==> src/hw/rtl/evtc_pkg.sv <==
`default_nettype none

package evtc_pkg;

	localparam int LITERAL_MAX_DEF = 48;

	// Token stream byte codes.
	localparam logic [7:0] TOK_LIT  = 8'd0;
	localparam logic [7:0] TOK_ARG  = 8'd1;
	localparam logic [7:0] TOK_END  = 8'd2;
	localparam logic [7:0] TOK_TIME = 8'd3;

	// Template characters with special meaning.
	localparam logic [7:0] CH_DOLLAR = 8'h24;
	localparam logic [7:0] CH_A      = 8'h61;
	localparam logic [7:0] CH_T      = 8'h74;
	localparam logic [7:0] CH_ZERO   = 8'h30;
	localparam logic [7:0] CH_ONE    = 8'h31;
	localparam logic [7:0] CH_NINE   = 8'h39;

	localparam int DEC_LIMIT = 255;

	// Final status codes.
	localparam logic [2:0] ST_OK        = 3'd0;
	localparam logic [2:0] ST_END_DOLLAR = 3'd1;
	localparam logic [2:0] ST_END_DEC   = 3'd2;
	localparam logic [2:0] ST_DEC_RANGE = 3'd3;
	localparam logic [2:0] ST_BAD_ESC   = 3'd4;

	localparam logic signed [4:0] ARG_NONE = -5'sd1;

	typedef enum logic [2:0] {
		PH_NORMAL,
		PH_DOLLAR,
		PH_A1,
		PH_A2,
		PH_A3,
		PH_ERROR
	} phase_t;

	typedef enum logic [1:0] {
		TK_NONE,
		TK_TIME,
		TK_ARG
	} tok_t;

	typedef enum logic [2:0] {
		SQ_IDLE,
		SQ_HDR,
		SQ_DATA,
		SQ_TOK0,
		SQ_TOK1,
		SQ_END
	} seq_t;

	// Everything the sequencer must do for one accepted item.
	typedef struct packed {
		logic              store;
		logic [7:0]        store_byte;
		logic              flush;
		tok_t              tok;
		logic [7:0]        arg_byte;
		logic              fin;
		logic [7:0]        fin_byte;
		logic [2:0]        fin_status;
		logic signed [4:0] fin_high;
	} act_t;

	// Where the sequencer goes once any literal run is out.
	function automatic seq_t seq_follow(tok_t tok, logic fin);
		seq_t s;
		if (tok != TK_NONE) begin
			s = SQ_TOK0;
		end else if (fin) begin
			s = SQ_END;
		end else begin
			s = SQ_IDLE;
		end
		return s;
	endfunction

endpackage

`default_nettype wire

==> src/hw/rtl/evtc_ram.sv <==
`default_nettype none

module evtc_ram #(
	parameter int WIDTH = 8,
	parameter int DEPTH = 48,
	localparam int AW = (DEPTH > 1) ? $clog2(DEPTH) : 1
) (
	input  wire logic             clk,
	input  wire logic             wr_en,
	input  wire logic [AW-1:0]    wr_addr,
	input  wire logic [WIDTH-1:0] wr_data,
	input  wire logic             rd_en,
	input  wire logic [AW-1:0]    rd_addr,
	output logic      [WIDTH-1:0] rd_data
);

	logic [WIDTH-1:0] mem [DEPTH];

	always_ff @(posedge clk) begin
		if (wr_en) begin
			mem[wr_addr] <= wr_data;
		end
		if (rd_en) begin
			rd_data <= mem[rd_addr];
		end
	end

endmodule

`default_nettype wire

==> src/hw/rtl/evtc_parser.sv <==
`default_nettype none

module evtc_parser #(
	parameter int LITERAL_MAX = evtc_pkg::LITERAL_MAX_DEF,
	localparam int CW = $clog2(LITERAL_MAX + 1)
) (
	input  wire logic           clk,
	input  wire logic           arst_n,
	input  wire logic           take,
	input  wire logic [7:0]     text_char,
	input  wire logic           has_char,
	input  wire logic           end_of_text,
	input  wire logic           count_clr,
	output logic      [CW-1:0]  count,
	output evtc_pkg::act_t      act
);

	import evtc_pkg::*;

	localparam logic [CW-1:0] COUNT_FULL = CW'(LITERAL_MAX);

	phase_t            ph_q, ph_n;
	logic signed [15:0] acc_q, acc_n;
	logic signed [4:0]  max_q, max_n;
	logic [2:0]         err_q, err_n;
	logic [CW-1:0]      count_q, count_new;

	logic signed [8:0]  d;
	logic signed [8:0]  max_ext;
	logic signed [15:0] d16;
	logic signed [15:0] sum3;
	logic               flush_pre;

	assign d       = $signed({1'b0, text_char}) - $signed(9'(CH_ZERO));
	assign d16     = {{7{d[8]}}, d};
	assign max_ext = {{4{max_q[4]}}, max_q};
	assign sum3    = acc_q + d16;
	assign count   = count_q;

	always_comb begin
		ph_n           = ph_q;
		acc_n          = acc_q;
		max_n          = max_q;
		err_n          = err_q;
		flush_pre      = 1'b0;
		act            = '0;
		act.store_byte = text_char;
		act.tok        = TK_NONE;
		if (has_char && ph_q != PH_ERROR) begin
			unique case (ph_q)
				PH_NORMAL: begin
					if (text_char == CH_DOLLAR) begin
						ph_n = PH_DOLLAR;
					end else begin
						act.store = 1'b1;
					end
				end
				PH_DOLLAR: begin
					ph_n = PH_NORMAL;
					if (text_char == CH_DOLLAR) begin
						act.store = 1'b1;
					end else if (text_char == CH_A) begin
						flush_pre = 1'b1;
						acc_n     = '0;
						ph_n      = PH_A1;
					end else if (text_char == CH_T) begin
						flush_pre = 1'b1;
						act.tok   = TK_TIME;
					end else if (text_char >= CH_ONE && text_char <= CH_NINE) begin
						flush_pre    = 1'b1;
						act.tok      = TK_ARG;
						act.arg_byte = text_char - CH_ONE;
						if (d > max_ext) begin
							max_n = d[4:0];
						end
					end else begin
						ph_n  = PH_ERROR;
						err_n = ST_BAD_ESC;
					end
				end
				PH_A1: begin
					acc_n = d16 * 16'sd100;
					ph_n  = PH_A2;
				end
				PH_A2: begin
					acc_n = acc_q + d16 * 16'sd10;
					ph_n  = PH_A3;
				end
				PH_A3: begin
					ph_n = PH_NORMAL;
					if (sum3 > 16'(DEC_LIMIT)) begin
						ph_n  = PH_ERROR;
						err_n = ST_DEC_RANGE;
					end else begin
						act.store      = 1'b1;
						act.store_byte = sum3[7:0];
					end
				end
				default: begin
				end
			endcase
		end

		count_new = count_q + CW'(act.store);

		act.fin        = end_of_text;
		act.fin_byte   = TOK_LIT;
		act.fin_high   = ARG_NONE;
		act.fin_status = ST_OK;
		unique case (ph_n)
			PH_NORMAL: begin
				act.fin_byte = TOK_END;
				act.fin_high = max_n;
			end
			PH_DOLLAR:                 act.fin_status = ST_END_DOLLAR;
			PH_A1, PH_A2, PH_A3:       act.fin_status = ST_END_DEC;
			default:                   act.fin_status = err_n;
		endcase

		act.flush = (act.store && count_new == COUNT_FULL) ||
			(flush_pre && count_q != '0) ||
			(end_of_text && ph_n == PH_NORMAL && count_new != '0);
	end

	always_ff @(posedge clk or negedge arst_n) begin
		if (!arst_n) begin
			ph_q    <= PH_NORMAL;
			acc_q   <= '0;
			max_q   <= ARG_NONE;
			err_q   <= ST_OK;
			count_q <= '0;
		end else if (take) begin
			if (end_of_text) begin
				ph_q  <= PH_NORMAL;
				acc_q <= '0;
				max_q <= ARG_NONE;
				err_q <= ST_OK;
				// A run that goes out on this transfer keeps its count until the
				// sequencer has read it; any other run is dropped.
				count_q <= act.flush ? count_new : '0;
			end else begin
				ph_q    <= ph_n;
				acc_q   <= acc_n;
				max_q   <= max_n;
				err_q   <= err_n;
				count_q <= count_new;
			end
		end else if (count_clr) begin
			count_q <= '0;
		end
	end

endmodule

`default_nettype wire

==> src/hw/rtl/evtc_seq.sv <==
`default_nettype none

module evtc_seq #(
	parameter int LITERAL_MAX = evtc_pkg::LITERAL_MAX_DEF,
	localparam int CW = $clog2(LITERAL_MAX + 1),
	localparam int AW = (LITERAL_MAX > 1) ? $clog2(LITERAL_MAX) : 1
) (
	input  wire logic              clk,
	input  wire logic              arst_n,
	input  wire logic              take,
	input  evtc_pkg::act_t         act,
	input  wire logic [CW-1:0]     count,
	output logic                   idle,
	output logic                   count_clr,
	output logic                   rd_en,
	output logic      [AW-1:0]     rd_addr,
	input  wire logic [7:0]        rd_data,
	output logic                   out_valid,
	input  wire logic              out_ready,
	output logic      [7:0]        out_byte,
	output logic                   record_end,
	output logic      [2:0]        status,
	output logic signed [4:0]      highest_arg
);

	import evtc_pkg::*;

	localparam logic [2:0] HDR_LAST = 3'd4;
	localparam logic [2:0] HDR_LEN  = 3'd1;

	seq_t               st_q, st_n;
	logic [2:0]         hdr_q, hdr_n;
	logic [CW-1:0]      k_q, k_n, k_inc;
	tok_t               tok_q;
	logic [7:0]         arg_q;
	logic               fin_q;
	logic [7:0]         fin_byte_q;
	logic [2:0]         fin_status_q;
	logic signed [4:0]  fin_high_q;

	logic               out_valid_q;
	logic [7:0]         byte_q;
	logic               end_q;
	logic [2:0]         status_q;
	logic signed [4:0]  high_q;

	logic               slot_free;
	logic               load;
	logic [7:0]         ld_byte;
	logic               ld_end;

	assign slot_free = !out_valid_q || out_ready;
	assign k_inc     = k_q + 1'b1;
	assign idle      = (st_q == SQ_IDLE);

	always_comb begin
		st_n      = st_q;
		hdr_n     = hdr_q;
		k_n       = k_q;
		load      = 1'b0;
		ld_byte   = TOK_LIT;
		ld_end    = 1'b0;
		rd_en     = 1'b0;
		rd_addr   = '0;
		count_clr = 1'b0;
		unique case (st_q)
			SQ_IDLE: begin
				if (take) begin
					st_n  = act.flush ? SQ_HDR : seq_follow(act.tok, act.fin);
					hdr_n = '0;
					k_n   = '0;
				end
			end
			SQ_HDR: begin
				// Keep the first literal in the read register for the data phase.
				rd_en = 1'b1;
				if (slot_free) begin
					load    = 1'b1;
					ld_byte = (hdr_q == HDR_LEN) ? 8'(count) : TOK_LIT;
					if (hdr_q == HDR_LAST) begin
						st_n = SQ_DATA;
					end else begin
						hdr_n = hdr_q + 1'b1;
					end
				end
			end
			SQ_DATA: begin
				if (slot_free) begin
					load    = 1'b1;
					ld_byte = rd_data;
					if (k_inc == count) begin
						count_clr = 1'b1;
						st_n      = seq_follow(tok_q, fin_q);
					end else begin
						k_n     = k_inc;
						rd_en   = 1'b1;
						rd_addr = k_inc[AW-1:0];
					end
				end
			end
			SQ_TOK0: begin
				if (slot_free) begin
					load    = 1'b1;
					ld_byte = (tok_q == TK_TIME) ? TOK_TIME : TOK_ARG;
					if (tok_q == TK_ARG) begin
						st_n = SQ_TOK1;
					end else begin
						st_n = fin_q ? SQ_END : SQ_IDLE;
					end
				end
			end
			SQ_TOK1: begin
				if (slot_free) begin
					load    = 1'b1;
					ld_byte = arg_q;
					st_n    = fin_q ? SQ_END : SQ_IDLE;
				end
			end
			SQ_END: begin
				if (slot_free) begin
					load    = 1'b1;
					ld_byte = fin_byte_q;
					ld_end  = 1'b1;
					st_n    = SQ_IDLE;
				end
			end
			default: begin
				st_n = SQ_IDLE;
			end
		endcase
	end

	always_ff @(posedge clk or negedge arst_n) begin
		if (!arst_n) begin
			st_q        <= SQ_IDLE;
			hdr_q       <= '0;
			k_q         <= '0;
			out_valid_q <= 1'b0;
		end else begin
			st_q  <= st_n;
			hdr_q <= hdr_n;
			k_q   <= k_n;
			if (load) begin
				out_valid_q <= 1'b1;
			end else if (out_ready) begin
				out_valid_q <= 1'b0;
			end
		end
	end

	always_ff @(posedge clk) begin
		if (take) begin
			tok_q        <= act.tok;
			arg_q        <= act.arg_byte;
			fin_q        <= act.fin;
			fin_byte_q   <= act.fin_byte;
			fin_status_q <= act.fin_status;
			fin_high_q   <= act.fin_high;
		end
		if (load) begin
			byte_q   <= ld_byte;
			end_q    <= ld_end;
			status_q <= ld_end ? fin_status_q : ST_OK;
			high_q   <= ld_end ? fin_high_q : 5'sd0;
		end
	end

	assign out_valid   = out_valid_q;
	assign out_byte    = byte_q;
	assign record_end  = end_q;
	assign status      = status_q;
	assign highest_arg = high_q;

endmodule

`default_nettype wire

==> src/hw/rtl/event_template_compiler.sv <==
// A transfer sets the sequencer state, which then loads the result into the output register.
// Throughput: an item that causes no result is taken every cycle; otherwise the next item is
// taken once the sequencer has placed the item's last result, one result per cycle at most.
// A literal run is a five-byte header, then one literal store read per cycle unless output stalls.
// Reset (arst_n low) clears the parser and sequencer state; the literal store is not cleared.
`default_nettype none

module event_template_compiler #(
	parameter int LITERAL_MAX = evtc_pkg::LITERAL_MAX_DEF
) (
	input  wire logic              clk,
	input  wire logic              arst_n,
	input  wire logic              in_valid,
	output logic                   in_ready,
	input  wire logic [7:0]        text_char,
	input  wire logic              has_char,
	input  wire logic              end_of_text,
	output logic                   out_valid,
	input  wire logic              out_ready,
	output logic      [7:0]        out_byte,
	output logic                   record_end,
	output logic      [2:0]        status,
	output logic signed [4:0]      highest_arg
);

	import evtc_pkg::*;

	localparam int CW = $clog2(LITERAL_MAX + 1);
	localparam int AW = (LITERAL_MAX > 1) ? $clog2(LITERAL_MAX) : 1;

	act_t          act;
	logic          take;
	logic          idle;
	logic          count_clr;
	logic [CW-1:0] count;
	logic          rd_en;
	logic [AW-1:0] rd_addr;
	logic [7:0]    rd_data;

	assign in_ready = idle;
	assign take     = in_valid && idle;

	evtc_parser #(
		.LITERAL_MAX(LITERAL_MAX)
	) u_parser (
		.clk        (clk),
		.arst_n     (arst_n),
		.take       (take),
		.text_char  (text_char),
		.has_char   (has_char),
		.end_of_text(end_of_text),
		.count_clr  (count_clr),
		.count      (count),
		.act        (act)
	);

	// The literal is written at the current fill position on the transfer itself.
	evtc_ram #(
		.WIDTH(8),
		.DEPTH(LITERAL_MAX)
	) u_store (
		.clk    (clk),
		.wr_en  (take && act.store),
		.wr_addr(count[AW-1:0]),
		.wr_data(act.store_byte),
		.rd_en  (rd_en),
		.rd_addr(rd_addr),
		.rd_data(rd_data)
	);

	evtc_seq #(
		.LITERAL_MAX(LITERAL_MAX)
	) u_seq (
		.clk        (clk),
		.arst_n     (arst_n),
		.take       (take),
		.act        (act),
		.count      (count),
		.idle       (idle),
		.count_clr  (count_clr),
		.rd_en      (rd_en),
		.rd_addr    (rd_addr),
		.rd_data    (rd_data),
		.out_valid  (out_valid),
		.out_ready  (out_ready),
		.out_byte   (out_byte),
		.record_end (record_end),
		.status     (status),
		.highest_arg(highest_arg)
	);

endmodule

`default_nettype wire
==> config.mk <==
export PLATFORM = sky130hd
export DESIGN_NAME = event_template_compiler
export DESIGN_NICKNAME = d
export VERILOG_FILES = /design/src/hw/rtl/evtc_pkg.sv /design/src/hw/rtl/evtc_ram.sv /design/src/hw/rtl/evtc_parser.sv /design/src/hw/rtl/evtc_seq.sv /design/src/hw/rtl/event_template_compiler.sv
export SDC_FILE = /design/constraint.sdc
export NUM_CORES = 1
export LEC_CHECK = 0
export BUFFER_PORTS_ARGS = -buffer_cell sky130_fd_sc_hd__buf_2
export CAP_MARGIN = 20
export CORE_MARGIN = 2
export CORE_UTILIZATION = 25
export CTS_BUF_LIST = sky130_fd_sc_hd__clkbuf_4 sky130_fd_sc_hd__clkbuf_8 sky130_fd_sc_hd__clkbuf_16
export DETAILED_ROUTE_END_ITERATION = 16
export GPL_ROUTABILITY_DRIVEN = 0
export HOLD_SLACK_MARGIN = 0.1
export PLACE_DENSITY = 0.46
export SLEW_MARGIN = 10
export SYNTH_ARGS = -nofsm -noshare
export SYNTH_HDL_FRONTEND = slang
export SYNTH_HIERARCHICAL = 1
export SYNTH_SLANG_ARGS = --single-unit
==> constraint.sdc <==
create_clock -name clk -period 6.7 [get_ports clk]
set_input_delay 1.34 -clock clk [delete_from_list [all_inputs] [get_ports clk]]
set_output_delay 1.34 -clock clk [all_outputs]
set_load 0.01 [all_outputs]
### Word-level counts from Yosys, hierarchy flattened

Memory sizes are Yosys's and may differ from the RTL's. A register that Yosys moved wholly into a read port is not among the register bits.
Cells that the tools add are included.

| word-level totals | value |
|---|---|
| flip-flop bits (word level) | 90 |
| bits in latches | 0 |
| RAM bits | 384 |
| memory bits (read-only) | 0 |
| input port bits | 14 |
| output and inout port bits | 19 |
| word-level logic and storage cells | 205 |
| memories kept | 1 |

| operators by class | value |
|---|---|
| add/sub/neg operators | 7 |
| multipliers | 2 |
| div/mod/pow operators | 0 |
| order comparisons | 4 |
| eq/ne operators | 35 |
| shift-type cells | 0 |
| mux-type cells | 102 |
| bitwise gates (word level) | 3 |
| reduce and logical (&&, ||, !) cells | 32 |

Memories:

| memory | depth | width | read ports | clocked after Yosys merged registers in | write ports | line | text |
|---|---|---|---|---|---|---|---|
| u_store.mem | 48 | 8 | 1 | 1 | 1 | evtc_ram.sv:17 | `logic [WIDTH-1:0] mem [DEPTH];` |

Operators with widths:

| kind | number |
|---|---|
| 3-bit 2-to-1 mux | 32 |
| 6-bit 2-to-1 mux | 11 |
| 16-bit 2-to-1 mux | 4 |
| 8-bit 2-to-1 mux | 7 |
| 10-bit 2-to-1 mux | 5 |
| 16-bit one-hot mux with 3 select lines | 1 |
| 5-bit 2-to-1 mux | 8 |
| 8-bit one-hot mux with 5 select lines | 1 |
| 1-bit 2-to-1 mux | 20 |
| 3-bit by 2-bit equality test with 1-bit output (second input constant) | 6 |
| 9-bit 2-to-1 mux | 2 |
| 3-bit one-hot mux with 6 select lines | 1 |
| 16-bit adder | 1 |
| 16-bit by 9-bit adder with 16-bit output | 1 |
| 8-bit by 7-bit equality test with 1-bit output (second input constant) | 2 |
| 16-bit by 9-bit > comparator with 1-bit output (second input constant) | 1 |
| 3-bit equality test (second input constant) | 5 |
| 3-bit one-hot mux with 5 select lines | 1 |
| 9-bit by 6-bit multiplier with 14-bit output (second input constant) | 1 |
| 2-bit by 1-bit inequality test with 1-bit output (second input constant) | 7 |
| 2-bit nonzero test | 7 |
| 9-bit by 4-bit multiplier with 13-bit output (second input constant) | 1 |
| 3-bit by 1-bit equality test with 1-bit output (second input constant) | 4 |
| 3-bit one-hot mux with 2 select lines | 2 |
| 34 further kinds | 54 |

### Longest topological paths before layout

| depth | value |
|---|---|
| word-level depth | 15 |
| gate-level depth with buffers | 25 |
| mapped depth without buffers | 24 |

### Cells and area by module

The synthesis kept the hierarchy.

By module, submodules not included:

| module | times used | cells an instance | area an instance (µm²) | seq. area each (µm²) |
|---|---|---|---|---|
| evtc_ram | 1 | 790 | 15,414.8 | 11,771.3 |
| evtc_parser | 1 | 629 | 5,147.4 | 807.0 |
| evtc_seq | 1 | 253 | 2,894.0 | 1,646.6 |
| event_template_compiler | 1 | 2 | 12.5 | 0.0 |

### Worst setup path before layout

Ideal clock, no wire load.

| timing | value |
|---|---|
| path kind | input to register |
| from | in text_char[4] |
| to | reg u_seq.st_q[2] |
| setup time | 82 ps |
| arrival time | 6,644 ps |
| data required time | 6,618 ps |
| path slack | -26 ps |
| stages on the path | 22 |
| path buffers | 2 |
| path through | ha_1 clkbuf_1 nor3_2 ha_1 clkbuf_1 nor3_1 o21ai_0 nor2_1 o21ai_0 o21a_1 a2111o_1 o32ai_1 ha_1 ha_1 or3_1 o311ai_1 o21ai_0 nor3_1 a22oi_1 nor3_1 a21oi_1 o22ai_1 |

RTL lines:

| what | line | text |
|---|---|---|
| start: declaration | event_template_compiler.sv:15 | `input wire logic [7:0] text_char,` |
| end signal: assignment | evtc_seq.sv:140 | `st_q <= st_n;` |
| end: declaration | evtc_seq.sv:31 | `seq_t st_q, st_n;` |

==> summary by stage <==
Timing
The clock period minus worst slack is 6.10 ns. Setup repair after global routing left no endpoint under its margin. At the pin with the least slew margin, the transition time is 1.05 ns.

Clock skew on the completed layout was measured at 0.0187 ns. The count of endpoints failing setup in the final report is 0. The share of the clock period used by the worst path after layout is 0.911. The number of endpoints with negative hold slack in the final report was 0. The final max-slew violation count came to 0. The worst hold margin is 0.503 ns. The worst slew margin relative to its limit is 0.301. The final-layout setup total negative slack is 0 ns. Based on the critical path, the design can be clocked at up to 164 MHz.

GRT
For this run the aggregate overflow at the end of global routing stands at 0. The maximum number of pins on one net before global-route repair is 58. The number of antenna violations at the first check in global routing is 4. The number of global-route vias before repair was 14.5k.

The first global-routing pass estimated 91600 microns of wire. The total global-route track usage is 0.126.

Run
The max-capacitance violation count is 0.

Clock tree
The TritonCTS buffer count is 52. The number of hold-repair buffers added at the cts stage is 0. The number of sinks driven by the clock tree is 481. The clock edge transition at the registers on the reported setup and hold paths is 0.07 ns. TritonCTS built the clock tree. The count of buffers added by post-CTS timing repair for setup is 0.

The H-tree generated during clock tree synthesis spans 2 levels. The cell sitting at the root of the clock tree is a clkbuf_16. The longest clock path from root to sink contains 3 buffers. The total of cells resized after clock tree synthesis is 0. For the worst-skew pair, the clock arrives at the later sink with an insertion delay of 0.60 ns.

Layout
Compared with the post-synthesis result, the final layout area differs by 15.9%. The final core utilization is 0.292. The library cell used most frequently in the layout, excluding fill and tap cells, is edfxtp_1. The number of inserted diodes is 0. The net count of the finished layout is 1875.

In the final layout, the share of cells above drive strength 1 is 0.161. In the layout the commonest cells are edfxtp_1 (436), mux2i_1 (140), nor2_1 (105), ha_1 (96), buf_4 (77).

Critical path
The largest fanout of any net on the critical path is 5. Data on the critical path is required at its endpoint by 7.22 ns. The worst setup path is launched from a primary input.

The type of destination of the critical path is a flop. For the worst setup path, the data arrival time is 6.62 ns. The worst setup path is of the primary input to flop kind.

Place
The detailed-placement wirelength estimate is 39900 microns. Port buffering added 32 buffers.

Die
In this run the vertical extent of the chip is 310 microns. 33 I/O pins were placed. After floorplanning, the core was sized to cover 0.0932 sq mm. The horizontal die dimension is 310 microns.

The die covers 0.0963 sq mm. For this configuration, the core starts out at a cell density of 0.252. The number of standard-cell rows in the floorplan is 112.

Synth
The number of different library cells used by synthesis comes to 83. In this run the mean area of a mapped cell was 14.0 sq um. The most instantiated flip-flop cell in the synthesis netlist is edfxtp_1. The number of synthesis warnings is 6. Counting flops and latches in the post-synthesis netlist gives 481. Yosys mapped a number of flops with a built-in enable equal to 436.

The proportion of synthesized flip-flops having asynchronous set or reset is 0.0936. The number of cells produced by synthesis is 1674. The share of synthesized area occupied by flip-flops and latches is 0.606. The post-synthesis cell area is 0.0235 sq mm.

Detailed routing
The first TritonRoute pass finished after 7 iterations. The via count is 14.3k. The average vias per placed instance is 4.67. The total wire length is 60800 microns.

The final antenna-violating net count is 0. In the final routed layout, each cell accounts on average for 19.9 microns. For this block, the initial DRC count from the detailed router was 1169.

In the routed design, unresolved DRC markers number 0.

Worst hold path
The class of the tightest hold or removal check is flop to flop.

Pwr
For this design the ratio of total power to cell area is 352 mW/mm^2. In this run the static leakage power is 9.37 nW. Across the VDD grid, the largest voltage drop is 197 uV. Summing internal, switching and leakage power gives 0.00958 W.

Outcome
The run finished with clean final reports.
sequential cells by signal (all words and copies together) (netlist names), 2 cells and up:
name,cells
u_seq/hdr_q,3
u_seq/fin_high_q,5
u_parser/err_q,3
u_seq/out_byte,8
u_seq/k_q,6
u_seq/arg_q,8
u_parser/count,6
u_parser/acc_q,15
u_parser/max_q,5
u_seq/fin_status_q,3
u_store/mem,384
u_seq/tok_q,2
u_seq/st_q,3
u_seq/status,3
u_parser/ph_q,3
u_seq/highest_arg,5
u_seq/fin_byte_q,8
u_store/rd_data,8
synthesized netlist by cell type (21+ instances only):
library cell  instances  area, sq um
mux2i_1             143         1430
xor2_1               22          193
dfrtp_1              40         1000
ha_1                 96         1200
mux4_2               40          901
buf_4                21          158
o21ai_0              54          270
edfxtp_1            436        13100
nand3_1              23          115
clkbuf_1             37          139
xnor2_1              40          350
nand2_1              72          270
nor3_1               26          130
a221oi_1             24          210
a22oi_1              48          360
nor2_1              107          402
a21oi_1              69          345
nor2b_1              21          131
inv_1                62          233
worst max-delay path, cell delays in order:
cell	delay, ns
buf_2	0.13
inv_1	0.06
ha_1	0.37
inv_1	0.08
ha_1	0.36
o21a_1	0.15
o31a_1	0.24
o211a_1	0.27
o21a_1	0.14
o2111ai_1	0.12
a2111o_1	0.49
o32ai_1	0.46
ha_1	0.31
nand2_1	0.09
xor2_1	0.16
a31oi_1	0.09
or3_1	0.38
o311ai_1	0.36
o21ai_0	0.18
nor3_1	0.28
a22oi_1	0.12
nor3_1	0.20
a21oi_1	0.06
o22ai_1	0.18
routing by layer:
layer / track usage / up-vias / share of wire / routed length [microns]
met4: 0.0401 / 0 / 0.024 / 1470
met5: 0 / - / 0 / 0
met3: 0.0166 / 86 / 0.038 / 2320
met2: 0.212 / 304 / 0.49 / 29600
met1: 0.168 / 7256 / 0.45 / 27400
li1: - / 6604 / - / -
worst paths after layout:
| check | end | slack, ns | from | depth (start not counted) |
|---|---|---|---|---|
| worst max-delay path | u_seq/st_q[2] | 0.60 | text_char[4] | 24 |
| worst min-delay path | u_parser/max_q[0] | 0.50 | u_parser/max_q[0] | 2 |
| worst max register to register | u_seq/st_q[2] | 1.24 | u_parser/acc_q[1] | 22 |
| worst min register to register | u_parser/max_q[0] | 0.50 | u_parser/max_q[0] | 2 |
| max in group asynchronous | u_seq/k_q[4] | 5.36 | arst_n | 2 |
| min in group asynchronous | u_parser/acc_q[2] | 0.87 | arst_n | 2 |
metrics by stage:
step,std cells,worst slack (ns),area (sq um)
global placement,2952,0.142,25400
global route,3051,0.162,27200
finish,3051,0.598,27200
CTS,3048,0.694,27200
detailed placement,2952,0.0934,25400
floorplan,1680,0.0797,23500
power by group:
part	internal, W	switching (W)
clock network	0.00169	0.00119
logic	0.00122	0.00178
registers	0.00353	0.000166
layout make-up:
cell class | count | area, sq um
clock inverters | 31 | 304
well taps | 1254 | 1570
inverters | 62 | 233
fillers | 9382 | 66000
repair buffers | 117 | 892
multi-input cells | 1041 | 8570
flip-flops and latches | 481 | 14200
clock buffers | 65 | 1420
logic make-up (layout without fill, tap and decap cells):
| kind of cell | after synthesis | in the layout | synth area share |
|---|---|---|---|
| XOR/XNOR | 64 | 64 | 0.0251 |
| other | 1 | 7 | 0.000160 |
| multiplexers | 187 | 187 | 0.102 |
| adder cells (fa/ha/maj) | 106 | 106 | 0.0597 |
| AND/OR/NAND/NOR | 331 | 331 | 0.0701 |
| AO/OA/AOI/OAI | 346 | 346 | 0.103 |
| buffers and inverters | 158 | 275 | 0.0335 |
| flip-flops | 481 | 481 | 0.606 |
Power figures use the tool's default switching activity.
